$ cat config.mk
export PLATFORM = sky130hd
export DESIGN_NAME = iir_direct_form_two_filter_core_flat
export DESIGN_NICKNAME = d
export VERILOG_FILES = /design/src/rtl/iir_df2_pkg.sv /design/src/rtl/iir_df2_ifs.sv /design/src/rtl/iir_direct_form_two_filter_core.sv /design/src/rtl/iir_df2_cfg.sv /design/src/rtl/iir_df2_mac.sv /design/src/flat_wrapper.sv
export VERILOG_INCLUDE_DIRS = /design/src /design/src/rtl
export SDC_FILE = /design/constraint.sdc
export NUM_CORES = 1
export LEC_CHECK = 0
export BUFFER_PORTS_ARGS = -buffer_cell sky130_fd_sc_hd__buf_4
export CAP_MARGIN = 20
export CORE_AREA = 4 4 196 198
export CTS_BUF_LIST = sky130_fd_sc_hd__clkbuf_4 sky130_fd_sc_hd__clkbuf_8
export CTS_CLUSTER_SIZE = 10
export DETAILED_ROUTE_END_ITERATION = 12
export DIE_AREA = 0 0 200 202
export SYNTH_ARGS = -nofsm -noshare
export SYNTH_HDL_FRONTEND = slang
export SYNTH_SLANG_ARGS = --single-unit
$ cat constraint.sdc
create_clock -name clk_i -period 16.5 [get_ports clk_i]
set_input_delay 2.475 -clock clk_i [delete_from_list [all_inputs] [get_ports clk_i]]
set_output_delay 2.475 -clock clk_i [all_outputs]
set_load 0.01 [all_outputs]
$ cat src/rtl/iir_direct_form_two_filter_core_macros.svh
// Assertion macros shared by the biquad RTL
`ifndef IIR_DIRECT_FORM_TWO_FILTER_CORE_MACROS_SVH
`define IIR_DIRECT_FORM_TWO_FILTER_CORE_MACROS_SVH

`ifndef SYNTHESIS
`define IIR_DF2_ASSERT(name, clk, rst_n, prop) \
  name: assert property (@(posedge clk) disable iff (!rst_n) prop) \
    else $error("iir_df2 assertion failed");
`define IIR_DF2_ASSERT_NEVER(name, clk, rst_n, cond) \
  name: assert property (@(posedge clk) disable iff (!rst_n) !(cond)) \
    else $error("iir_df2 forbidden condition seen");
`else
`define IIR_DF2_ASSERT(name, clk, rst_n, prop)
`define IIR_DF2_ASSERT_NEVER(name, clk, rst_n, cond)
`endif

`endif

$ cat src/rtl/iir_df2_pkg.sv
// Types and constants of the direct form II biquad
`default_nettype none

package iir_df2_pkg;

  localparam int unsigned DATA_W   = 16;
  localparam int unsigned APB_DW   = 32;
  localparam int unsigned APB_AW   = 5;
  localparam int unsigned REG_IDXW = 3;

  // Register map, index = paddr / 4
  localparam logic [REG_IDXW-1:0] REG_FB1 = 3'd0;
  localparam logic [REG_IDXW-1:0] REG_FB2 = 3'd1;
  localparam logic [REG_IDXW-1:0] REG_FF0 = 3'd2;
  localparam logic [REG_IDXW-1:0] REG_FF1 = 3'd3;
  localparam logic [REG_IDXW-1:0] REG_FF2 = 3'd4;

  typedef struct packed {
    logic [DATA_W-1:0] fb1;
    logic [DATA_W-1:0] fb2;
    logic [DATA_W-1:0] ff0;
    logic [DATA_W-1:0] ff1;
    logic [DATA_W-1:0] ff2;
  } coef_t;

  typedef struct packed {
    logic              start;
    logic              sub;
    logic              load;
    logic [DATA_W-1:0] base;
  } mac_cmd_t;

  typedef struct packed {
    logic busy;
    logic done;
  } mac_sts_t;

endpackage

`default_nettype wire

$ cat src/rtl/iir_df2_ifs.sv
// Valid/ready channel interfaces for input and output samples
`default_nettype none

interface iir_df2_in_if;
  logic                                    valid;
  logic                                    ready;
  logic signed [iir_df2_pkg::DATA_W-1:0]   sample_in;

  modport source (output valid, output sample_in, input ready);
  modport sink   (input valid, input sample_in, output ready);
endinterface

interface iir_df2_out_if;
  logic                                    valid;
  logic                                    ready;
  logic signed [iir_df2_pkg::DATA_W-1:0]   sample_out;

  modport source (output valid, output sample_out, input ready);
  modport sink   (input valid, input sample_out, output ready);
endinterface

`default_nettype wire

$ cat src/rtl/iir_direct_form_two_filter_core.sv
// Direct form II biquad IIR filter, top level
//
// Input samples arrive on src_i and filtered samples leave on res_o, both
// valid/ready channels; an item moves when valid and ready are both high.
// The five coefficients sit in APB registers at byte addresses 0, 4, 8, 12
// and 16 (a1, a2, b0, b1, b2); write them only while the filter is idle.
// All arithmetic wraps to 16 bits.
// Every product goes through one digit-serial multiply-accumulate unit that
// takes DIGIT_W multiplier bits per cycle. An item needs P products (5 for a
// second order filter, 3 for first order), and no new item is taken until
// the current one has finished its final step.
// src_i.ready is high whenever no item is in work, even if the last result
// is still waiting on res_o; a stalled output holds its result and the next
// item then waits in its final step until the output register frees up.
// Reset clears the coefficients and the delay line to zero.
`default_nettype none
`include "iir_direct_form_two_filter_core_macros.svh"

module iir_direct_form_two_filter_core #(
  parameter int unsigned FILTER_ORDER = 2,
  parameter int unsigned DIGIT_W      = 4
) (
  input  wire logic                              clk_i,
  input  wire logic                              rst_ni,
  iir_df2_in_if.sink                             src_i,
  iir_df2_out_if.source                          res_o,
  input  wire logic                              psel,
  input  wire logic                              penable,
  input  wire logic                              pwrite,
  input  wire logic [iir_df2_pkg::APB_AW-1:0]    paddr,
  input  wire logic [iir_df2_pkg::APB_DW-1:0]    pwdata,
  output logic      [iir_df2_pkg::APB_DW-1:0]    prdata,
  output logic                                   pready
);

  localparam int unsigned DataW  = iir_df2_pkg::DATA_W;
  localparam bit          Order2 = (FILTER_ORDER == 2);

  typedef enum logic [6:0] {
    ST_IDLE = 7'b0000001,
    ST_FB1  = 7'b0000010,
    ST_FB2  = 7'b0000100,
    ST_FF0  = 7'b0001000,
    ST_FF1  = 7'b0010000,
    ST_FF2  = 7'b0100000,
    ST_DONE = 7'b1000000
  } state_e;

  state_e                  state_q, state_d;
  iir_df2_pkg::coef_t      coef;
  iir_df2_pkg::mac_cmd_t   mac_cmd;
  iir_df2_pkg::mac_sts_t   mac_sts;
  logic [DataW-1:0]        mac_coef;
  logic [DataW-1:0]        mac_operand;
  logic [DataW-1:0]        acc;

  logic [DataW-1:0]        d1_q, d2_q;
  logic [DataW-1:0]        w_q;
  logic [DataW-1:0]        out_q;
  logic                    out_valid_q;
  logic                    w_en;
  logic                    out_load;
  logic                    in_accept;

  iir_df2_cfg u_cfg (
    .clk_i   (clk_i),
    .rst_ni  (rst_ni),
    .psel    (psel),
    .penable (penable),
    .pwrite  (pwrite),
    .paddr   (paddr),
    .pwdata  (pwdata),
    .prdata  (prdata),
    .pready  (pready),
    .coef_o  (coef)
  );

  iir_df2_mac #(
    .DIGIT_W (DIGIT_W)
  ) u_mac (
    .clk_i     (clk_i),
    .rst_ni    (rst_ni),
    .cmd_i     (mac_cmd),
    .coef_i    (mac_coef),
    .operand_i (mac_operand),
    .sts_o     (mac_sts),
    .acc_o     (acc)
  );

  assign src_i.ready = (state_q == ST_IDLE);
  assign in_accept   = src_i.valid & src_i.ready;

  // sequencer: w = x - a1*d1 - a2*d2, then y = b0*w + b1*d1 + b2*d2 (a2, b2 terms in second order only)
  always_comb begin
    state_d     = state_q;
    mac_cmd     = '0;
    mac_coef    = coef.fb1;
    mac_operand = d1_q;
    w_en        = 1'b0;
    out_load    = 1'b0;
    case (state_q)
      ST_IDLE: begin
        if (in_accept) begin
          mac_cmd.start = 1'b1;
          mac_cmd.sub   = 1'b1;
          mac_cmd.load  = 1'b1;
          mac_cmd.base  = src_i.sample_in;
          state_d       = ST_FB1;
        end
      end
      ST_FB1: begin
        if (mac_sts.done) begin
          mac_cmd.start = 1'b1;
          if (Order2) begin
            mac_cmd.sub = 1'b1;
            mac_coef    = coef.fb2;
            mac_operand = d2_q;
            state_d     = ST_FB2;
          end else begin
            mac_cmd.load = 1'b1;
            mac_coef     = coef.ff0;
            mac_operand  = acc;
            w_en         = 1'b1;
            state_d      = ST_FF0;
          end
        end
      end
      ST_FB2: begin
        if (mac_sts.done) begin
          mac_cmd.start = 1'b1;
          mac_cmd.load  = 1'b1;
          mac_coef      = coef.ff0;
          mac_operand   = acc;
          w_en          = 1'b1;
          state_d       = ST_FF0;
        end
      end
      ST_FF0: begin
        if (mac_sts.done) begin
          mac_cmd.start = 1'b1;
          mac_coef      = coef.ff1;
          mac_operand   = d1_q;
          state_d       = ST_FF1;
        end
      end
      ST_FF1: begin
        if (mac_sts.done) begin
          if (Order2) begin
            mac_cmd.start = 1'b1;
            mac_coef      = coef.ff2;
            mac_operand   = d2_q;
            state_d       = ST_FF2;
          end else begin
            state_d = ST_DONE;
          end
        end
      end
      ST_FF2: begin
        if (mac_sts.done) begin
          state_d = ST_DONE;
        end
      end
      ST_DONE: begin
        if (!out_valid_q || res_o.ready) begin
          out_load = 1'b1;
          state_d  = ST_IDLE;
        end
      end
      default: state_d = ST_IDLE;
    endcase
  end

  always_ff @(posedge clk_i or negedge rst_ni) begin
    if (!rst_ni) begin
      state_q     <= ST_IDLE;
      out_valid_q <= 1'b0;
      d1_q        <= '0;
      d2_q        <= '0;
    end else begin
      state_q <= state_d;
      if (out_load) begin
        out_valid_q <= 1'b1;
        d1_q        <= w_q;
        if (Order2) begin
          d2_q <= d1_q;
        end
      end else if (res_o.ready) begin
        out_valid_q <= 1'b0;
      end
    end
  end

  always_ff @(posedge clk_i) begin
    if (w_en) begin
      w_q <= acc;
    end
    if (out_load) begin
      out_q <= acc;
    end
  end

  assign res_o.valid      = out_valid_q;
  assign res_o.sample_out = out_q;

  `IIR_DF2_ASSERT(a_out_from_done, clk_i, rst_ni,
    $rose(out_valid_q) |-> $past(state_q == ST_DONE))
  `IIR_DF2_ASSERT(a_no_start_busy, clk_i, rst_ni, mac_cmd.start |-> !mac_sts.busy)
  `IIR_DF2_ASSERT_NEVER(a_done_when_idle, clk_i, rst_ni,
    mac_sts.done && (state_q == ST_IDLE || state_q == ST_DONE))
  `IIR_DF2_ASSERT(a_delay_hold, clk_i, rst_ni, !out_load |=> $stable(d1_q))

endmodule

`default_nettype wire

$ cat src/rtl/iir_df2_cfg.sv
// APB coefficient register file
`default_nettype none

module iir_df2_cfg (
  input  wire logic                              clk_i,
  input  wire logic                              rst_ni,
  input  wire logic                              psel,
  input  wire logic                              penable,
  input  wire logic                              pwrite,
  input  wire logic [iir_df2_pkg::APB_AW-1:0]    paddr,
  input  wire logic [iir_df2_pkg::APB_DW-1:0]    pwdata,
  output logic      [iir_df2_pkg::APB_DW-1:0]    prdata,
  output logic                                   pready,
  output iir_df2_pkg::coef_t                     coef_o
);

  localparam int unsigned PadW = iir_df2_pkg::APB_DW - iir_df2_pkg::DATA_W;

  iir_df2_pkg::coef_t                        coef_q;
  logic [iir_df2_pkg::REG_IDXW-1:0]          idx;
  logic [iir_df2_pkg::DATA_W-1:0]            wdata;
  logic                                      wr_en;

  assign idx    = paddr[iir_df2_pkg::APB_AW-1:2];
  assign wdata  = pwdata[iir_df2_pkg::DATA_W-1:0];
  assign wr_en  = psel & penable & pwrite;
  assign pready = 1'b1;
  assign coef_o = coef_q;

  always_ff @(posedge clk_i or negedge rst_ni) begin
    if (!rst_ni) begin
      coef_q <= '0;
    end else if (wr_en) begin
      case (idx)
        iir_df2_pkg::REG_FB1: coef_q.fb1 <= wdata;
        iir_df2_pkg::REG_FB2: coef_q.fb2 <= wdata;
        iir_df2_pkg::REG_FF0: coef_q.ff0 <= wdata;
        iir_df2_pkg::REG_FF1: coef_q.ff1 <= wdata;
        iir_df2_pkg::REG_FF2: coef_q.ff2 <= wdata;
        default: ;
      endcase
    end
  end

  always_comb begin
    case (idx)
      iir_df2_pkg::REG_FB1: prdata = {{PadW{1'b0}}, coef_q.fb1};
      iir_df2_pkg::REG_FB2: prdata = {{PadW{1'b0}}, coef_q.fb2};
      iir_df2_pkg::REG_FF0: prdata = {{PadW{1'b0}}, coef_q.ff0};
      iir_df2_pkg::REG_FF1: prdata = {{PadW{1'b0}}, coef_q.ff1};
      iir_df2_pkg::REG_FF2: prdata = {{PadW{1'b0}}, coef_q.ff2};
      default:              prdata = '0;
    endcase
  end

endmodule

`default_nettype wire

$ cat src/rtl/iir_df2_mac.sv
// Digit-serial multiply-accumulate unit, products wrap to DATA_W bits
`default_nettype none
`include "iir_direct_form_two_filter_core_macros.svh"

module iir_df2_mac #(
  parameter int unsigned DIGIT_W = 4
) (
  input  wire logic                            clk_i,
  input  wire logic                            rst_ni,
  input  wire iir_df2_pkg::mac_cmd_t           cmd_i,
  input  wire logic [iir_df2_pkg::DATA_W-1:0]  coef_i,
  input  wire logic [iir_df2_pkg::DATA_W-1:0]  operand_i,
  output iir_df2_pkg::mac_sts_t                sts_o,
  output logic      [iir_df2_pkg::DATA_W-1:0]  acc_o
);

  localparam int unsigned DataW     = iir_df2_pkg::DATA_W;
  localparam int unsigned NumDigits = DataW / DIGIT_W;
  localparam int unsigned CntW      = (NumDigits > 1) ? $clog2(NumDigits) : 1;
  localparam logic [CntW-1:0] LastDigit = CntW'(NumDigits - 1);

  logic                       busy_q;
  logic                       done_q;
  logic [CntW-1:0]            cnt_q;
  logic                       sub_q;
  logic [DataW-1:0]           acc_q;
  logic [DataW-1:0]           mcand_q;
  logic [DataW-1:0]           mplier_q;

  logic [DIGIT_W-1:0]         digit;
  logic [DataW+DIGIT_W-1:0]   prod_full;
  logic [DataW-1:0]           partial;
  logic [DataW-1:0]           acc_d;

  // multiplier digits go low first, multiplicand moves up one digit a step
  always_comb begin
    digit     = mplier_q[DIGIT_W-1:0];
    prod_full = mcand_q * digit;
    partial   = prod_full[DataW-1:0];
    acc_d     = sub_q ? (acc_q - partial) : (acc_q + partial);
  end

  always_ff @(posedge clk_i or negedge rst_ni) begin
    if (!rst_ni) begin
      busy_q <= 1'b0;
      done_q <= 1'b0;
      cnt_q  <= '0;
    end else if (cmd_i.start) begin
      busy_q <= 1'b1;
      done_q <= 1'b0;
      cnt_q  <= '0;
    end else if (busy_q) begin
      cnt_q <= cnt_q + 1'b1;
      if (cnt_q == LastDigit) begin
        busy_q <= 1'b0;
        done_q <= 1'b1;
      end
    end else begin
      done_q <= 1'b0;
    end
  end

  always_ff @(posedge clk_i) begin
    if (cmd_i.start) begin
      mcand_q  <= coef_i;
      mplier_q <= operand_i;
      sub_q    <= cmd_i.sub;
      if (cmd_i.load) begin
        acc_q <= cmd_i.base;
      end
    end else if (busy_q) begin
      acc_q    <= acc_d;
      mcand_q  <= mcand_q << DIGIT_W;
      mplier_q <= mplier_q >> DIGIT_W;
    end
  end

  assign sts_o.busy = busy_q;
  assign sts_o.done = done_q;
  assign acc_o      = acc_q;

  `IIR_DF2_ASSERT(a_start_runs, clk_i, rst_ni, cmd_i.start |=> busy_q)
  `IIR_DF2_ASSERT(a_done_after_busy, clk_i, rst_ni, done_q |-> $past(busy_q))
  `IIR_DF2_ASSERT_NEVER(a_busy_and_done, clk_i, rst_ni, busy_q && done_q)

endmodule

`default_nettype wire
$ cat src/flat_wrapper.sv
// flat-port wrapper written by rule: the top's interface ports become plain ports
module iir_direct_form_two_filter_core_flat 
#(
  parameter int unsigned FILTER_ORDER = 2,
  parameter int unsigned DIGIT_W      = 4
)
  (clk_i, rst_ni, psel, penable, pwrite, paddr, pwdata, prdata, pready, src_i_valid, src_i_sample_in, src_i_ready, res_o_valid, res_o_sample_out, res_o_ready);
  iir_df2_in_if src_i_i ();
  iir_df2_out_if res_o_i ();
  input  wire logic clk_i;
  input  wire logic rst_ni;
  input  wire logic psel;
  input  wire logic penable;
  input  wire logic pwrite;
  input  wire logic [iir_df2_pkg::APB_AW-1:0] paddr;
  input  wire logic [iir_df2_pkg::APB_DW-1:0] pwdata;
  output logic      [iir_df2_pkg::APB_DW-1:0] prdata;
  output logic pready;
  input wire logic [$bits(src_i_i.valid)-1:0] src_i_valid;
  input wire logic [$bits(src_i_i.sample_in)-1:0] src_i_sample_in;
  output wire logic [$bits(src_i_i.ready)-1:0] src_i_ready;
  output wire logic [$bits(res_o_i.valid)-1:0] res_o_valid;
  output wire logic [$bits(res_o_i.sample_out)-1:0] res_o_sample_out;
  input wire logic [$bits(res_o_i.ready)-1:0] res_o_ready;
  assign src_i_i.valid = src_i_valid;
  assign src_i_i.sample_in = src_i_sample_in;
  assign src_i_ready = src_i_i.ready;
  assign res_o_valid = res_o_i.valid;
  assign res_o_sample_out = res_o_i.sample_out;
  assign res_o_i.ready = res_o_ready;
  iir_direct_form_two_filter_core #(.FILTER_ORDER(FILTER_ORDER), .DIGIT_W(DIGIT_W)) u_core (.clk_i(clk_i), .rst_ni(rst_ni), .src_i(src_i_i), .res_o(res_o_i), .psel(psel), .penable(penable), .pwrite(pwrite), .paddr(paddr), .pwdata(pwdata), .prdata(prdata), .pready(pready));
endmodule
==> run_results.csv <==
group,metric,value,unit
cts,clk_latency,550,ps
synth,synth.top_cell.area_share,25.7,%
synth,yosysSeqAreaShare,46.3,%
worst_hold_path,holdCritPathClass,"flop to flop",
floorplanning,core_area,36500,um2
finish,diodes,0,
sta,finalSetupViolCount,0,
synth,synth_compound_area_share,14.7,%
grt,grt.met2_usage,23.5,%
worst_setup_path,critPathLaunchType,"input port",
worst_setup_path,required,14030,ps
synth,synth_most_common_cell,"nand2_1",
route,vias_per_cell,5.18,
finish,nets,1336,
synth,synth_area,12000,um2
route,dr.pass1.iters,5,
cts,clock_sinks,205,
floorplanning,dieWidth,200,um
worst_setup_path,cp_data_arrival_time,4340,ps
cts,clk_pin_slew,60,ps
synth,synthArstFlopShare,60.5,%
worst_setup_path,crit_fanout,26,
run_status,status,"finished clean",
synth,synthAdderAreaFrac,7.80,%
sta,max_freq,0.147,GHz
route,route.detailed.drc,0,
place,routabilityCongestion,0.794,
floorplanning,die_h,202,um
worst_setup_path,worstSetupPathType,"input port to output port",
synth,synth_top_area_cell,"dfrtp_1",
synth,yosysWarnings,0,
cts,htreeDepth,2,
sta,post-route-period-util,41.3,%
grt,grt_use_met3,2.62,%
sta,rsz0062_at_grt,"no",
grt,grt_pass1_vias,8972,
sta,maxSlewViolCount,0,
grt,busiest_layer,"met2",
place,io_buffers,75,
route,wl_per_cell,17.8,um
synth,ys.flop_type,"dfrtp_1",
finish,nFillCells,3596,
grt,antenna_found_initial,0,
grt,overflow,0,
route,ant_nets,0,
grt,grt_use_total,15.0,%
cts,ctsResizeCount,0,
worst_setup_path,cp-end-kind,"output port",
synth,syn_inst,1143,
synth,synth_xor_area_share,2.71,%
cts,holdBufCountCts,0,
floorplanning,num_rows,70,
route,first_iter_violations,543,
sta,maxSlewHeadroom,28.0,%
finish,drive_above_1_share,21.9,%
grt,grt_pass1_wl,49200,um
cts,cts_buffers,38,
grt,use_met1,21.2,%
sta,tightest_slew,1080,ps
route,dr_total_vias,8841,
synth,postSynthAreaPerCell,10.5,um2
cts,post_cts_buffers,0,
synth,synthTopCellsByCount,"177 x nand2_1, 123 x dfrtp_1, 99 x mux2_2, 81 x edfxtp_1, 61 x nor2_1",
route,wirelength,30500,um
sta,finalCriticalPeriod,6820,ps
cts,ctsLongestPathBuffers,3,
floorplanning,dieArea,40400,um2
finish,syn_to_final_growth,15.0,%
synth,synth_edf_count,81,
synth,synth-seq-cells,205,
synth,synth_area_leaders,"dfrtp_1 26%, edfxtp_1 20%, mux2_2 9.3%",
synth,muxShareOfSynthArea,9.57,%
flow_run,cap_violations,0,
floorplanning,pin_count,111,
cts,cts_tree,"yes",
synth,synth.distinct_cells,77,
synth,synth_top_family_by_area,"compound AO/OA/AOI/OAI gates",
sta,fin_skew,35.3,ps
sta,hold_viol,0,
sta,tns,0,ps
floorplanning,start_util,32.7,%
synth,yosys.area_share.simple,14.1,%
grt,grt_max_degree,61,
cts,root_buffer,"clkbuf_8",
place,hpwl,20200,um
metal layers:
layer / share of wire (%) / vias to the layer above
li1: - / 4188
met4: 2.0 / 0
met1: 46 / 4340
met3: 5.1 / 47
met2: 47 / 266
met5: 0 / -
layout make-up:
cell class / instances / area (um2) / area share, %
Clock inverter: 9 / 123 / 0.891
Inverter: 58 / 218 / 1.58
Multi-Input combinational cell: 822 / 5940 / 43.2
Tap cell: 468 / 586 / 4.26
Sequential cell: 205 / 5540 / 40.2
Clock buffer: 54 / 662 / 4.81
Timing Repair Buffer: 92 / 691 / 5.02
logic make-up (layout without fill, tap and decap cells):
family	Yosys count	after routing
AOI/OAI and AO/OA	247	247
xor gates and xnor gates	37	37
adders and majority gates	59	59
buffers and inverters	131	213
DFF	205	205
muxes	102	102
other	2	17
and+or+nand+nor	360	360
critical path, cell delays in order:
cell,delay [ps]
buf_4,340
nor2b_1,570
buf_4,310
a22oi_1,110
o22ai_1,340
buf_4,190
sequential cells by signal, indices dropped and copies added, names as in the netlist, 7 cells and up:
register                 cells
u_core.state_q               7
u_core.w_q                  16
u_core.u_cfg.coef_o         80
u_core.u_mac.mplier_q       16
u_core.d2_q                 16
u_core.u_mac.acc_o          16
u_core.u_mac.mcand_q        16
u_core.res_o.sample_out     16
u_core.d1_q                 16
cell usage in the layout, fill, tap and decap left out, types with 5 or more instances in the layout:
master	instances
and2_1	44
nor2b_1	6
mux2_2	99
clkbuf_4	13
or3_1	7
a21o_1	7
clkbuf_8	41
o22ai_1	18
nand2_1	177
nand2b_1	6
a22o_1	26
inv_1	57
nand3b_1	5
o21a_1	11
buf_4	92
xnor2_1	24
dfrtp_1	123
o21ai_1	5
a22oi_1	58
a21oi_1	31
o21ai_0	37
ha_1	33
nand3_1	16
nor2_1	59
fa_1	26
edfxtp_1	81
xor2_1	13
conb_1	17
nor3_1	14
a31oi_1	16
worst paths after layout:
path | from | to | slack [ps] | cells past startpoint
worst max-delay path | paddr[2] | prdata[6] | 9680 | 6
worst min-delay path | u_core.w_q[11] | u_core.d1_q[11] | 430 | 2
worst max register to register | u_core.u_mac.mplier_q[3] | u_core.u_mac.acc_o[15] | 10410 | 20
worst min register to register | u_core.w_q[11] | u_core.d1_q[11] | 430 | 2
max in group asynchronous | rst_ni | u_core.u_cfg.coef_o[40] | 12970 | 3
min in group asynchronous | rst_ni | u_core.d1_q[10] | 1820 | 1
stage by stage:
step,area [um2],util [%],std cells,hold slack (ps),setup WS (ps)
CTS,13800,37.7,1708,439,9750
finish,13800,37.7,1708,434,9680
global placement,13000,35.5,1645,419,9770
floorplan,12000,-,1158,415,10240
global route,13800,37.7,1708,462,9600
detailed placement,13000,35.5,1645,424,9750
Power is left out: the tool's default activity adds up to more than one toggle a clock period on the data nets, which glitch-free logic cannot reach.
